### config.mk
export PLATFORM = sky130hd
export DESIGN_NAME = iptl_front
export DESIGN_NICKNAME = d
export VERILOG_FILES = /design/src/design/iptl_pkg.sv /design/src/design/iptl_front.sv
export SDC_FILE = /design/constraint.sdc
export NUM_CORES = 1
export LEC_CHECK = 0
export BUFFER_PORTS_ARGS = -buffer_cell sky130_fd_sc_hd__buf_2
export CORE_ASPECT_RATIO = 0.6
export CORE_MARGIN = 4
export CORE_UTILIZATION = 52
export DETAILED_ROUTE_END_ITERATION = 7
export GPL_TIMING_DRIVEN = 0
export PLACE_DENSITY_LB_ADDON = 0.05
export SETUP_SLACK_MARGIN = 0.02
export SYNTH_ARGS = -nofsm -noshare
export SYNTH_HDL_FRONTEND = slang
export SYNTH_SLANG_ARGS = --single-unit
### constraint.sdc
create_clock -name clk -period 2.55 [get_ports clk]
set_input_delay 0.1275 -clock clk [delete_from_list [all_inputs] [get_ports clk]]
set_output_delay 0.1275 -clock clk [all_outputs]
set_load 0.005 [all_outputs]
### src/design/iptl_pkg.sv
// ----------------------------------------------------------------------------
// iptl_pkg
// Shared types and constants for the IPv4 prefix trie lookup block.
// ----------------------------------------------------------------------------
package iptl_pkg;

  localparam int NODE_COUNT_DEF = 4096;
  localparam int TAG_BITS_DEF   = 16;

  localparam logic [1:0] OP_INSERT = 2'd0;
  localparam logic [1:0] OP_LOOKUP = 2'd1;
  localparam logic [1:0] OP_REMOVE = 2'd2;
  localparam logic [1:0] OP_RSVD   = 2'd3;

  localparam logic [1:0] ST_OK       = 2'd0;
  localparam logic [1:0] ST_REPLACED = 2'd1;
  localparam logic [1:0] ST_FULL     = 2'd2;
  localparam logic [1:0] ST_MISS     = 2'd3;

  typedef struct packed {
    logic [1:0]  op;
    logic [31:0] key;
    logic [5:0]  prefix_len;
    logic [15:0] tag;
  } req_t;

  typedef struct packed {
    logic [1:0]  status;
    logic [15:0] tag_out;
    logic [5:0]  steps;
  } rsp_t;

  // Classified command handed from the front end to the engine.
  typedef struct packed {
    logic [1:0]  op;
    logic [31:0] key;
    logic [5:0]  len;
    logic [15:0] tag;
  } cmd_t;

endpackage

### src/design/iptl_front.sv
// ----------------------------------------------------------------------------
// iptl_front
// Accept requests, clamp prefix length, and queue commands for the engine.
// ----------------------------------------------------------------------------
module iptl_front (
  input  logic           clk,
  input  logic           rst,
  input  iptl_pkg::req_t in_data,
  input  logic           in_valid,
  output logic           in_ready,
  output iptl_pkg::cmd_t cmd,
  output logic           cmd_valid,
  input  logic           cmd_ready
);

  iptl_pkg::cmd_t q [2];
  logic           wr_ptr;
  logic           rd_ptr;
  logic [1:0]     count;
  logic           push;
  logic           pop;
  iptl_pkg::cmd_t c;

  always_comb begin
    c.op  = in_data.op;
    c.key = in_data.key;
    c.len = (in_data.prefix_len > 6'd32) ? 6'd32 : in_data.prefix_len;
    c.tag = in_data.tag;
  end

  assign in_ready  = (count != 2'd2);
  assign cmd_valid = (count != 2'd0);
  assign cmd       = q[rd_ptr];
  assign push      = in_valid && in_ready;
  assign pop       = cmd_valid && cmd_ready;

  always_ff @(posedge clk) begin
    if (push) begin
      q[wr_ptr] <= c;
    end
    if (rst) begin
      wr_ptr <= 1'b0;
      rd_ptr <= 1'b0;
      count  <= 2'd0;
    end else begin
      if (push) wr_ptr <= ~wr_ptr;
      if (pop)  rd_ptr <= ~rd_ptr;
      count <= count + {1'b0, push} - {1'b0, pop};
    end
  end

endmodule

==> impl_metrics.sql, run 1 <==
INSERT INTO impl_metrics (metric_group, metric, value, unit) VALUES
('die', 'rows', '25', ''),
('route', 'detailroute.via_count', '2540', ''),
('timing', 'timing.final.hold_violations', '0', ''),
('clocking', 'clk_transition_reported_paths', '0.05', 'ns'),
('global_routing', 'grt_util_met3', '5.710', '%'),
('pwr', 'power_density', '960.8', 'mW/mm^2'),
('pwr', 'power', '5.999', 'mW'),
('route', 'post-route-drc-count', '0', ''),
('route', 'drt-initial-drc-count', '146', ''),
('die', 'floorplan.initialDensity', '54.24', '%'),
('critical_path', 'crit_path_cell_trace', 'nand2b_1, and3_2, buf_12', ''),
('critical_path', 'timing.critical_path.from_type', 'register', ''),
('critical_path', 'arrival_time_of_data_at_the_critical_path_endpoint', '1.98', 'ns'),
('timing', 'unrepaired_setup_endpoints_after_global_routing', 'no', ''),
('critical_path', 'worst_ep_required_time', '2.64', 'ns'),
('pwr', 'swShare', '21.43', '%'),
('critical_path', 'cpPeakStageDelay', '0.57', 'ns'),
('route', 'detail_route.vias_per_cell', '4.894', ''),
('clocking', 'post-cts-setup-buffer-count', '0', ''),
('synthesis', 'synth_cells', '209', ''),
('global_routing', 'grt_util_met1', '22.09', '%'),
('pwr', 'power.sequential.fraction', '40.1', '%'),
('clocking', 'clk-insertion-delay-late', '0.40', 'ns'),
('die', 'floorplan.die.width', '125.8', 'um'),
('pwr', 'comb_power_share', '17.1', '%'),
('pwr', 'power.ir.vdd_worst', '602.8', 'uV'),
('global_routing', 'maximum_number_of_pins_on_one_net_before_global_route_repair', '37', ''),
('layout', 'regArea', '0.003463', 'mm^2'),
('global_routing', 'global_route.usage.met2', '32.73', '%'),
('layout', 'multi_input_comb_area', '817.0', 'um^2'),
('layout', 'layout_commonest_cell', 'sky130_fd_sc_hd__buf_2', ''),
('die', 'dieArea', '0.009892', 'mm^2'),
('die', 'placeableCoreArea', '0.007976', 'mm^2'),
('synthesis', 'netlist_area', '0.004327', 'mm^2'),
('critical_path', 'setup.worst_path.start', 'count[0]', ''),
('layout', 'final_util', '78.27', '%'),
('layout', 'layout.cells.most_common_list', 'sky130_fd_sc_hd__buf_2 (119), sky130_fd_sc_hd__edfxtp_1 (112), sky130_fd_sc_hd__mux2_2 (56), sky130_fd_sc_hd__dlygate4sd3_1 (51), sky130_fd_sc_hd__clkbuf_16 (17)', ''),
('timing', 'report.final.slew_viol_count', '0', ''),
('timing', 'fmaxAchievable', '0.5278', 'GHz'),
('clocking', 'cts-root-buf', 'sky130_fd_sc_hd__clkbuf_16', ''),
('synthesis', 'synth.lib_cells_used.distinct', '24', ''),
('critical_path', 'startpoint_to_endpoint_class_of_the_critical_path', 'register to register', ''),
('clocking', 'cts_buffers', '17', ''),
('layout', 'finalNetCount', '459', ''),
('layout', 'synthToLayoutAreaGrowth', '44.30', '%'),
('place', 'finalWeightedCongestion', '0.7231', ''),
('clocking', 'clock-sinks', '117', ''),
('timing', 'final.setup_skew', '0.008227', 'ns'),
('pwr', 'p_switching', '1.285', 'mW'),
('timing', 'period_share', '74.30', '%'),
('pwr', 'p_leak', '2.425', 'nW'),
('route', 'ant_nets', '0', ''),
('clocking', 'cts_tree', 'built', ''),
('global_routing', 'grt_pass1_vias', '2773', ''),
('global_routing', 'grt_overflow', '0', ''),
('synthesis', 'synth.yosys.seq_area_share', '80.05', '%'),
('synthesis', 'ys_ff_latch', '117', ''),
('critical_path', 'crit_path_end_kind', 'register', ''),
('synthesis', 'synth_warnings', '0', ''),
('layout', 'filler_cell_count', '470', ''),
('die', 'io-pin-count', '118', ''),
('clocking', 'ctsHtreeMaxLevel', '4', ''),
('route', 'routed_wl', '8587', 'um'),
('status', 'run_status', 'completed', ''),
('place', 'dp.final_hpwl', '5338', 'um'),
('clocking', 'clockBufferDepth', '2', ''),
('pwr', 'cellInternalPower', '4.713', 'mW'),
('synthesis', 'avgSynthCellArea', '20.70', 'um^2'),
('timing', 'relSlewSlack', '64.00', '%'),
('global_routing', 'number_of_antenna_violations_at_the_first_check_in_global_routing', '0', ''),
('worst_hold_path', 'hold_path.startpoint', 'in_data[17]', '');
==> metal layers <==
metal / up-vias / wire (um)
met3: 14 / 483
met5: - / 0
li1: 1203 / -
met2: 79 / 4457
met1: 1244 / 3540
met4: 0 / 105
==> cell families after synthesis <==
family	Yosys count	synth area share, %
compound gates	7	1.186
xor+xnor	1	0.2025
fa+ha+maj	1	0.2891
buf+inv	8	1.099
flops	117	80.05
mux	57	14.84
simple gates	18	2.343
==> worst paths after layout <==
kind	cells past startpoint	slack [ns]	to
worst max register to register	3	0.66	q[1][25]
worst min-delay path	2	0.09	q[0][17]
worst min register to register	2	0.54	rd_ptr
worst max-delay path	3	0.66	q[1][25]
==> power by group through the flow <==
stage | Clock, mW | Sequential (mW) | Combinational [mW]
floorplan | 0 | 2.43 | 0.558
global placement | 0 | 2.44 | 0.944
detailed placement | 0 | 2.44 | 0.972
CTS | 2.61 | 2.40 | 1.04
global route | 2.70 | 2.42 | 1.13
finish | 2.57 | 2.40 | 1.03
==> final cells by class <==
class                           count  share of cell area, %
Clock inverter                     12                  3.327
Sequential cell                   117                  55.47
Clock buffer                       20                  6.994
Buffer                              7                 0.7014
Inverter                            1                0.06012
Timing Repair Buffer              170                  18.20
Tap cell                          108                  2.164
Multi-Input combinational cell     84                  13.09
==> synthesized netlist by cell type <==
| master | number | area [um^2] |
|---|---|---|
| sky130_fd_sc_hd__edfxtp_1 | 112 | 3363 |
| sky130_fd_sc_hd__mux2_2 | 56 | 630.6 |
| sky130_fd_sc_hd__nor2b_1 | 7 | 43.79 |
| sky130_fd_sc_hd__dfxtp_1 | 5 | 100.1 |
| sky130_fd_sc_hd__nor2_1 | 5 | 18.77 |
| sky130_fd_sc_hd__buf_4 | 4 | 30.03 |
| sky130_fd_sc_hd__buf_2 | 2 | 10.01 |
| sky130_fd_sc_hd__o21ai_0 | 2 | 10.01 |
| sky130_fd_sc_hd__a211oi_1 | 1 | 7.510 |
| sky130_fd_sc_hd__a21bo_1 | 1 | 10.01 |
| sky130_fd_sc_hd__a21bo_2 | 1 | 10.01 |
| sky130_fd_sc_hd__a21oi_1 | 1 | 5.000 |
| sky130_fd_sc_hd__a32oi_1 | 1 | 8.760 |
| sky130_fd_sc_hd__and2b_1 | 1 | 7.510 |
| sky130_fd_sc_hd__and3_1 | 1 | 6.260 |
| sky130_fd_sc_hd__clkbuf_1 | 1 | 3.750 |
| sky130_fd_sc_hd__ha_1 | 1 | 12.51 |
| sky130_fd_sc_hd__inv_1 | 1 | 3.750 |
| sky130_fd_sc_hd__mux2_1 | 1 | 11.26 |
| sky130_fd_sc_hd__nand2b_1 | 1 | 6.260 |
| sky130_fd_sc_hd__nand3_1 | 1 | 5.000 |
| sky130_fd_sc_hd__nand3b_1 | 1 | 7.510 |
| sky130_fd_sc_hd__or2_2 | 1 | 6.260 |
| sky130_fd_sc_hd__xor2_1 | 1 | 8.760 |
==> flip-flops by register name (all words and copies together), names as in the netlist, named ones only <==
name and flops:
q 112, rd_ptr 1, count 2, wr_ptr 1
==> per-stage QoR <==
stage | worst slack, ns | hold slack (ns) | instance area [um^2] | cells
final | 0.6554 | 0.08914 | 6243 | 519
after global routing | 0.5428 | 0.1107 | 6243 | 519
after CTS | 0.6272 | 0.07829 | 6243 | 519
after detailed placement | 0.6389 | 0.3186 | 5089 | 436
after global placement | -0.6658 | 0.3157 | 5047 | 434
after floorplan | 0.1443 | 0.1966 | 4327 | 209
==> repair_timing <==
item,in CTS,in global routing
hold buffers,51,0
hold endpoints to repair,104,0
endpoints found under the setup margin,0,0
gates resized for setup,0,0
(Power assumes the default switching activity.)
==> inputs of run 2 (changes only) <==
ABC_AREA = 1   (was not set)
CORE_UTILIZATION = 47   (was 52)
clock period = 1.7 ns   (was 2.55 ns; I/O delays follow)
==> run 2 against run 1 <==
Against the previous run:
- die area rose by 14%
- register-to-register slack lost 0.47 ns
- critical path depth is 1 higher
- sequential share of layout area decreased by 2.2 points
- via count up 2.2%
- critical endpoint is now cmd[29]
==> impl_metrics.sql, run 2 <==
INSERT INTO impl_metrics (metric_group, metric, value, unit) VALUES
('status', 'run_status', 'completed', ''),
('timing', 'finalSetupViolations', '0', ''),
('synthesis', 'synth.lib_cells_used.distinct', '17', ''),
('layout', 'reg.largest.list', 'q x112, count x2', ''),
('layout', 'max_flop_register', 'q', ''),
('global_routing', 'grt_pass1_vias', '2722', ''),
('die', 'floorplan.die.width', '134.3', 'um'),
('synthesis', 'synth_largest_type_area_fraction', '74.79', '%'),
('critical_path', 'worst_ep_required_time', '1.62', 'ns'),
('pwr', 'power_density', '1445', 'mW/mm^2'),
('timing', 'post-route-worst-setup-slack', '0.1025', 'ns'),
('critical_path', 'crit_fanout', '10', ''),
('layout', 'layout.cells.most_common_list', 'sky130_fd_sc_hd__buf_2 (118), sky130_fd_sc_hd__edfxtp_1 (112), sky130_fd_sc_hd__dlygate4sd3_1 (51), sky130_fd_sc_hd__mux2_4 (40), sky130_fd_sc_hd__clkbuf_16 (17)', ''),
('layout', 'finalNetCount', '482', ''),
('layout', 'final_util', '70.26', '%'),
('pwr', 'swShare', '24.51', '%'),
('timing', 'fmaxAchievable', '0.6260', 'GHz'),
('route', 'ant_nets', '0', ''),
('pwr', 'power', '9.399', 'mW'),
('global_routing', 'maximum_number_of_pins_on_one_net_before_global_route_repair', '28', ''),
('pwr', 'clock_power_share', '34.7', '%'),
('timing', 'period_share', '93.97', '%'),
('die', 'dieArea', '0.01125', 'mm^2'),
('layout', 'layout_commonest_cell', 'sky130_fd_sc_hd__buf_2', ''),
('critical_path', 'timing.critical_path.from_type', 'register', ''),
('synthesis', 'synth_warnings', '0', ''),
('route', 'detail_route.vias_per_cell', '4.611', ''),
('place', 'buffer_ports.inserted', '117', ''),
('critical_path', 'arrival_time_of_data_at_the_critical_path_endpoint', '1.51', 'ns'),
('pwr', 'power.ir.vdd_worst', '937.7', 'uV'),
('critical_path', 'crit_path_end_kind', 'primary output', ''),
('die', 'placeableCoreArea', '0.009256', 'mm^2'),
('synthesis', 'synth.yosys.seq_area_share', '77.02', '%'),
('place', 'place_ws', '-0.2504', 'ns'),
('route', 'post_drt_wl_per_cell', '15.20', 'um'),
('clocking', 'clk_transition_reported_paths', '0.05', 'ns'),
('synthesis', 'synth_edf_count', '112', ''),
('synthesis', 'synth_top_cells_by_count', 'sky130_fd_sc_hd__edfxtp_1 (112), sky130_fd_sc_hd__mux2_4 (40), sky130_fd_sc_hd__mux2_2 (16)', ''),
('worst_hold_path', 'worstHoldPathType', 'primary input to register', ''),
('layout', 'regArea', '0.003466', 'mm^2'),
('layout', 'synthToLayoutAreaGrowth', '44.63', '%'),
('timing', 'report.final.slew_viol_count', '0', ''),
('synthesis', 'synth_cells', '222', ''),
('route', 'routed_wl', '8556', 'um'),
('timing', 'period_needed', '1.598', 'ns'),
('clocking', 'cts-root-buf', 'sky130_fd_sc_hd__clkbuf_16', ''),
('die', 'io-pin-count', '118', ''),
('synthesis', 'ys_top_cells_by_area', 'sky130_fd_sc_hd__edfxtp_1 (75%), sky130_fd_sc_hd__mux2_4 (13%), sky130_fd_sc_hd__mux2_2 (4.0%)', ''),
('place', 'placed_standard_cell_area', '0.005341', 'mm^2'),
('synthesis', 'cell_type_with_the_largest_total_area_after_synthesis', 'sky130_fd_sc_hd__edfxtp_1', ''),
('synthesis', 'netlist_area', '0.004497', 'mm^2'),
('global_routing', 'number_of_antenna_violations_at_the_first_check_in_global_routing', '0', ''),
('global_routing', 'grt_first_pass_wirelength', '13740', 'um'),
('clocking', 'cts_buffers', '17', ''),
('synthesis', 'syn-num-nets', '283', ''),
('route', 'post-route-drc-count', '0', ''),
('clocking', 'cts_tree', 'built', ''),
('timing', 'relSlewSlack', '67.60', '%'),
('pwr', 'power.sequential.fraction', '40.4', '%'),
('synthesis', 'avgSynthCellArea', '20.26', 'um^2'),
('die', 'rows', '27', ''),
('pwr', 'cellInternalPower', '7.096', 'mW'),
('layout', 'multi_input_comb_area', '968.4', 'um^2'),
('timing', 'timing.hold.ws', '0.04889', 'ns'),
('clocking', 'clk-insertion-delay-late', '0.40', 'ns'),
('timing', 'unrepaired_setup_endpoints_after_global_routing', 'no', ''),
('layout', 'max_reg_flops', '112', ''),
('synthesis', 'ys_ff_latch', '117', ''),
('die', 'floorplan.die.height', '83.77', 'um'),
('die', 'floorplan.initialDensity', '48.58', '%'),
('route', 'drt-pass1-iter-count', '4', ''),
('timing', 'final.setup_skew', '0.006493', 'ns'),
('layout', 'antenna_cells', '0', ''),
('layout', 'stdcell_area', '0.006504', 'mm^2'),
('critical_path', 'startpoint_to_endpoint_class_of_the_critical_path', 'register to primary output', ''),
('global_routing', 'globalRouteTotalUtil', '16.19', '%'),
('synthesis', 'synth.most_common_cell', 'sky130_fd_sc_hd__edfxtp_1', ''),
('layout', 'filler_cell_count', '639', ''),
('place', 'dp.final_hpwl', '5458', 'um'),
('pwr', 'p_leak', '2.618', 'nW'),
('timing', 'transition_time_of_the_tightest_slew_check_pin', '0.4849', 'ns'),
('place', 'finalWeightedCongestion', '0.6634', ''),
('pwr', 'comb_power_share', '24.8', '%'),
('route', 'detailroute.via_count', '2596', ''),
('clocking', 'ctsHtreeMaxLevel', '4', ''),
('synthesis', 'postSynth.asyncResetShare', '0', '%'),
('pwr', 'p_switching', '2.303', 'mW'),
('synthesis', 'synth-main-ff-cell', 'sky130_fd_sc_hd__edfxtp_1', ''),
('route', 'drt-initial-drc-count', '129', ''),
('timing', 'timing.final.hold_violations', '0', ''),
('clocking', 'clockBufferDepth', '2', ''),
('job', 'max_cap_viol_count', '0', ''),
('layout', 'post_route_cells_drive_above_1_share', '52.42', '%'),
('clocking', 'clock-sinks', '117', ''),
('global_routing', 'grt_overflow', '0', '');
## run 2: cell count changes after synthesis, sizes merged, moves of 2 or more
cell / change
nand2: +8
a21bo: -2
nor2b: -7
a21boi: +2
o21ai: -2
inv: +10
nor2: +9
## run 2: worst max-delay path, cell delays in order, from the launching register on
cell and delay [ns]:
sky130_fd_sc_hd__dfxtp_2 0.34, sky130_fd_sc_hd__buf_6 0.16, sky130_fd_sc_hd__buf_8 0.17, sky130_fd_sc_hd__mux2_4 0.31, sky130_fd_sc_hd__buf_2 0.13
## run 2: layout make-up
cell class / instances / area share (%)
Multi-Input combinational cell: 88 / 14.89
Tap cell: 130 / 2.501
Inverter: 11 / 0.6349
Clock buffer: 19 / 6.656
Sequential cell: 117 / 53.29
Timing Repair Buffer: 179 / 18.78
Clock inverter: 12 / 1.751
Buffer: 7 / 1.501
## run 2: path summary, 6_finish.rpt
check | startpoint | end | slack [ns] | cells past startpoint
worst max-delay path | register | cmd[29] | 0.10 | 4
worst min-delay path | in_data[18] | q[0][18] | 0.05 | 3
worst max register to register | wr_ptr | q[1][54] | 0.19 | 3
worst min register to register | rd_ptr | rd_ptr | 0.51 | 2
## run 2: through the flow
step / std cells / setup TNS [ns]
after floorplan: 222 / -8.263
after global placement: 469 / -66.43
after detailed placement: 472 / -7.470
after CTS: 555 / 0
after global routing: 563 / 0
final: 563 / 0
## run 2: cell families after synthesis
kind of cell | Yosys count | share of synthesized area [%]
DFF | 117 | 77.02
muxes | 56 | 17.36
and+or+nand+nor | 25 | 2.226
buffers and inverters | 18 | 2.365
AOI/OAI and AO/OA | 4 | 0.5564
xor gates and xnor gates | 1 | 0.1948
adders and majority gates | 1 | 0.2782
## run 2: what timing repair did
action                     CTS  global route
hold buffers                51             0
hold endpoints to repair   105             0
resized for setup            1            10
pin swaps                    1             1
cloned                       1             1
setup endpoints to repair   61            92
buffers inserted             0             7
## run 2: layer usage
layer,track usage (%),vias up,part of all wire [%]
li1,-,1250,-
met1,19.86,1256,44
met2,25.71,82,48
met3,7.169,8,6.7
met4,5.545,0,1.1
met5,0,-,0
## run 2: power by group through the flow
stage                     Clock (mW)  Combinational, mW  Sequential [mW]
after floorplan                    0               1.33             3.82
after global placement             0               2.05             3.84
after detailed placement           0               2.13             3.85
after CTS                       3.33               2.25             3.80
after global routing            3.48               2.55             3.84
final                           3.27               2.33             3.80
==> inputs of run 3 (changes only) <==
--- a/config.mk
+++ b/config.mk
@@ -11,3 +11,3 @@
 export CORE_MARGIN = 4
-export CORE_UTILIZATION = 47
+export CORE_UTILIZATION = 52
 export DETAILED_ROUTE_END_ITERATION = 7
@@ -16,2 +16,3 @@
 export SETUP_SLACK_MARGIN = 0.02
+export SKIP_CTS_REPAIR_TIMING = 1
 export SYNTH_ARGS = -nofsm -noshare
==> constraint.sdc (replaced) <==
create_clock -name clk -period 1.75 [get_ports clk]
set_input_delay 0.2625 -clock clk [delete_from_list [all_inputs] [get_ports clk]]
set_output_delay 0.2625 -clock clk [all_outputs]
set_load 0.005 [all_outputs]
==> run 3 against run 2 <==
Against the previous run:
- the flow now finishes with violations (negative setup slack)
- flip-flop and latch count is the same
- die area shrank 8.9%
- global-route usage rose by 0.18 points
- first-iteration DRC count rose by 1.6%
==> impl_metrics.sql, run 3 (synthesis gave the netlist of run 2 again) <==
INSERT INTO impl_metrics (metric_group, metric, value, unit) VALUES
('layout', 'finish.cell_count_without_fillers', '496', ''),
('timing', 'timing.hold.ws', '0.05234', 'ns'),
('pwr', 'power.sequential.fraction', '38.5', '%'),
('status', 'violations', 'negative setup slack', ''),
('critical_path', 'worst_ep_required_time', '1.49', 'ns'),
('clocking', 'cts_buffers', '17', ''),
('clocking', 'clockBufferDepth', '2', ''),
('route', 'drt-pass1-iter-count', '4', ''),
('layout', 'reg.largest.list', 'q x112, count x2', ''),
('route', 'detail_route.vias_per_cell', '4.948', ''),
('timing', 'period_needed', '1.797', 'ns'),
('global_routing', 'grt_pass1_vias', '2404', ''),
('timing', 'timing.final.hold_violations', '0', ''),
('timing', 'post-route-worst-setup-slack', '-0.04667', 'ns'),
('critical_path', 'arrival_time_of_data_at_the_critical_path_endpoint', '1.53', 'ns'),
('pwr', 'clock_power_share', '30.5', '%'),
('die', 'floorplan.die.height', '80.03', 'um'),
('route', 'post-route-drc-count', '0', ''),
('layout', 'post_route_cells_drive_above_1_share', '58.51', '%'),
('timing', 'transition_time_of_the_tightest_slew_check_pin', '0.7446', 'ns'),
('place', 'dpl.cell_count', '450', ''),
('pwr', 'swShare', '24.37', '%'),
('global_routing', 'globalRouteTotalUtil', '16.37', '%'),
('status', 'run_status', 'finished, violations left', ''),
('timing', 'report.final.slew_viol_count', '0', ''),
('die', 'rows', '25', ''),
('job', 'max_cap_viol_count', '0', ''),
('place', 'place_ws', '-0.08821', 'ns'),
('layout', 'layout.cells.most_common_list', 'sky130_fd_sc_hd__edfxtp_1 (112), sky130_fd_sc_hd__buf_2 (71), sky130_fd_sc_hd__mux2_4 (48), sky130_fd_sc_hd__buf_6 (47), sky130_fd_sc_hd__clkbuf_16 (23)', ''),
('route', 'routed_wl', '9116', 'um'),
('layout', 'final_util', '79.08', '%'),
('die', 'floorplan.die.width', '128.1', 'um'),
('place', 'dp.final_hpwl', '5478', 'um'),
('timing', 'relSlewSlack', '50.30', '%'),
('layout', 'stdcell_area', '0.006431', 'mm^2'),
('clocking', 'clk_transition_reported_paths', '0.05', 'ns'),
('worst_hold_path', 'worstHoldPathType', 'primary input to register', ''),
('layout', 'layout_commonest_cell', 'sky130_fd_sc_hd__edfxtp_1', ''),
('place', 'finalWeightedCongestion', '0.7091', ''),
('layout', 'filler_cell_count', '473', ''),
('route', 'post_drt_wl_per_cell', '18.38', 'um'),
('pwr', 'p_switching', '2.352', 'mW'),
('die', 'io-pin-count', '118', ''),
('die', 'dieArea', '0.01025', 'mm^2'),
('timing', 'period_share', '102.7', '%'),
('critical_path', 'startpoint_to_endpoint_class_of_the_critical_path', 'register to primary output', ''),
('pwr', 'power_density', '1501', 'mW/mm^2'),
('pwr', 'comb_power_share', '31.0', '%'),
('timing', 'unrepaired_setup_endpoints_after_global_routing', 'yes', ''),
('layout', 'max_reg_flops', '112', ''),
('timing', 'final.setup_skew', '0.005905', 'ns'),
('timing', 'final.setup.tns', '-1.321', 'ns'),
('pwr', 'cellInternalPower', '7.301', 'mW'),
('pwr', 'p_leak', '2.589', 'nW'),
('die', 'placeableCoreArea', '0.008133', 'mm^2'),
('clocking', 'cts-root-buf', 'sky130_fd_sc_hd__clkbuf_16', ''),
('critical_path', 'crit_fanout', '5', ''),
('critical_path', 'cpPeakStageDelay', '0.40', 'ns'),
('route', 'drt-initial-drc-count', '131', ''),
('place', 'buffer_ports.inserted', '117', ''),
('clocking', 'ctsHtreeMaxLevel', '4', ''),
('critical_path', 'critical_path.top_delay_family', 'buffers and inverters', ''),
('critical_path', 'critPathBufInv', '3', ''),
('timing', 'finalSetupViolations', '44', ''),
('route', 'ant_nets', '0', ''),
('clocking', 'cts_tree', 'built', ''),
('clocking', 'clk-insertion-delay-late', '0.40', 'ns'),
('layout', 'antenna_cells', '0', ''),
('route', 'detailroute.via_count', '2454', ''),
('die', 'floorplan.initialDensity', '55.29', '%'),
('global_routing', 'maximum_number_of_pins_on_one_net_before_global_route_repair', '33', ''),
('pwr', 'power', '9.653', 'mW'),
('critical_path', 'crit_path_cell_trace', 'clkbuf_16, buf_12, mux2_4, buf_6', ''),
('clocking', 'clock-sinks', '117', ''),
('critical_path', 'crit_path_end_kind', 'primary output', ''),
('layout', 'max_flop_register', 'q', ''),
('pwr', 'power.ir.vdd_worst', '1000', 'uV'),
('global_routing', 'grt_overflow', '0', ''),
('timing', 'fmaxAchievable', '0.5566', 'GHz'),
('critical_path', 'timing.critical_path.from_type', 'register', ''),
('global_routing', 'grt_first_pass_wirelength', '12010', 'um'),
('critical_path', 'crit_slowest_cell', 'sky130_fd_sc_hd__dfxtp_4', ''),
('global_routing', 'number_of_antenna_violations_at_the_first_check_in_global_routing', '1', ''),
('place', 'placed_standard_cell_area', '0.005321', 'mm^2'),
('layout', 'synthToLayoutAreaGrowth', '43.02', '%'),
('layout', 'finalNetCount', '438', '');
==> run 3: power by group through the flow <==
| stage | combinational (mW) | clock (mW) | sequential, mW |
|---|---|---|---|
| 2_1_floorplan | 1.29 | 0 | 3.71 |
| 3_3_place_gp | 1.98 | 0 | 3.73 |
| 3_5_place_dp | 2.09 | 0 | 3.74 |
| 4_1_cts | 2.10 | 2.99 | 3.69 |
| 5_1_grt | 3.18 | 3.17 | 3.74 |
| 6_report | 2.99 | 2.94 | 3.72 |
==> run 3: layout make-up <==
| class | count | area [um^2] | share of cell area (%) |
|---|---|---|---|
| Inverter | 11 | 41.29 | 0.6420 |
| Tap cell | 108 | 135.1 | 2.101 |
| Timing Repair Buffer | 135 | 1170 | 18.19 |
| Multi-Input combinational cell | 88 | 993.5 | 15.45 |
| Sequential cell | 117 | 3468 | 53.93 |
| Clock buffer | 21 | 440.4 | 6.848 |
| Buffer | 7 | 118.9 | 1.848 |
| Clock inverter | 9 | 63.81 | 0.9922 |
==> run 3: final timing paths <==
| kind | from | cells after the start | slack [ns] | to |
|---|---|---|---|---|
| max | register | 4 | -0.05 | cmd[32] |
| min | in_data[23] | 1 | 0.05 | q[0][23] |
| max reg2reg | wr_ptr | 3 | 0.15 | q[1][14] |
| min reg2reg | rd_ptr | 2 | 0.50 | rd_ptr |
==> run 3: metal layers <==
layer | vias up | GRT usage (%) | wire length, um | share of wire [%]
met5 | - | 0 | 7 | 0.077
met3 | 12 | 8.356 | 768 | 8.4
met4 | 2 | 5.720 | 76 | 0.83
met2 | 90 | 25.26 | 4365 | 48
met1 | 1191 | 20.00 | 3898 | 43
li1 | 1159 | - | - | -
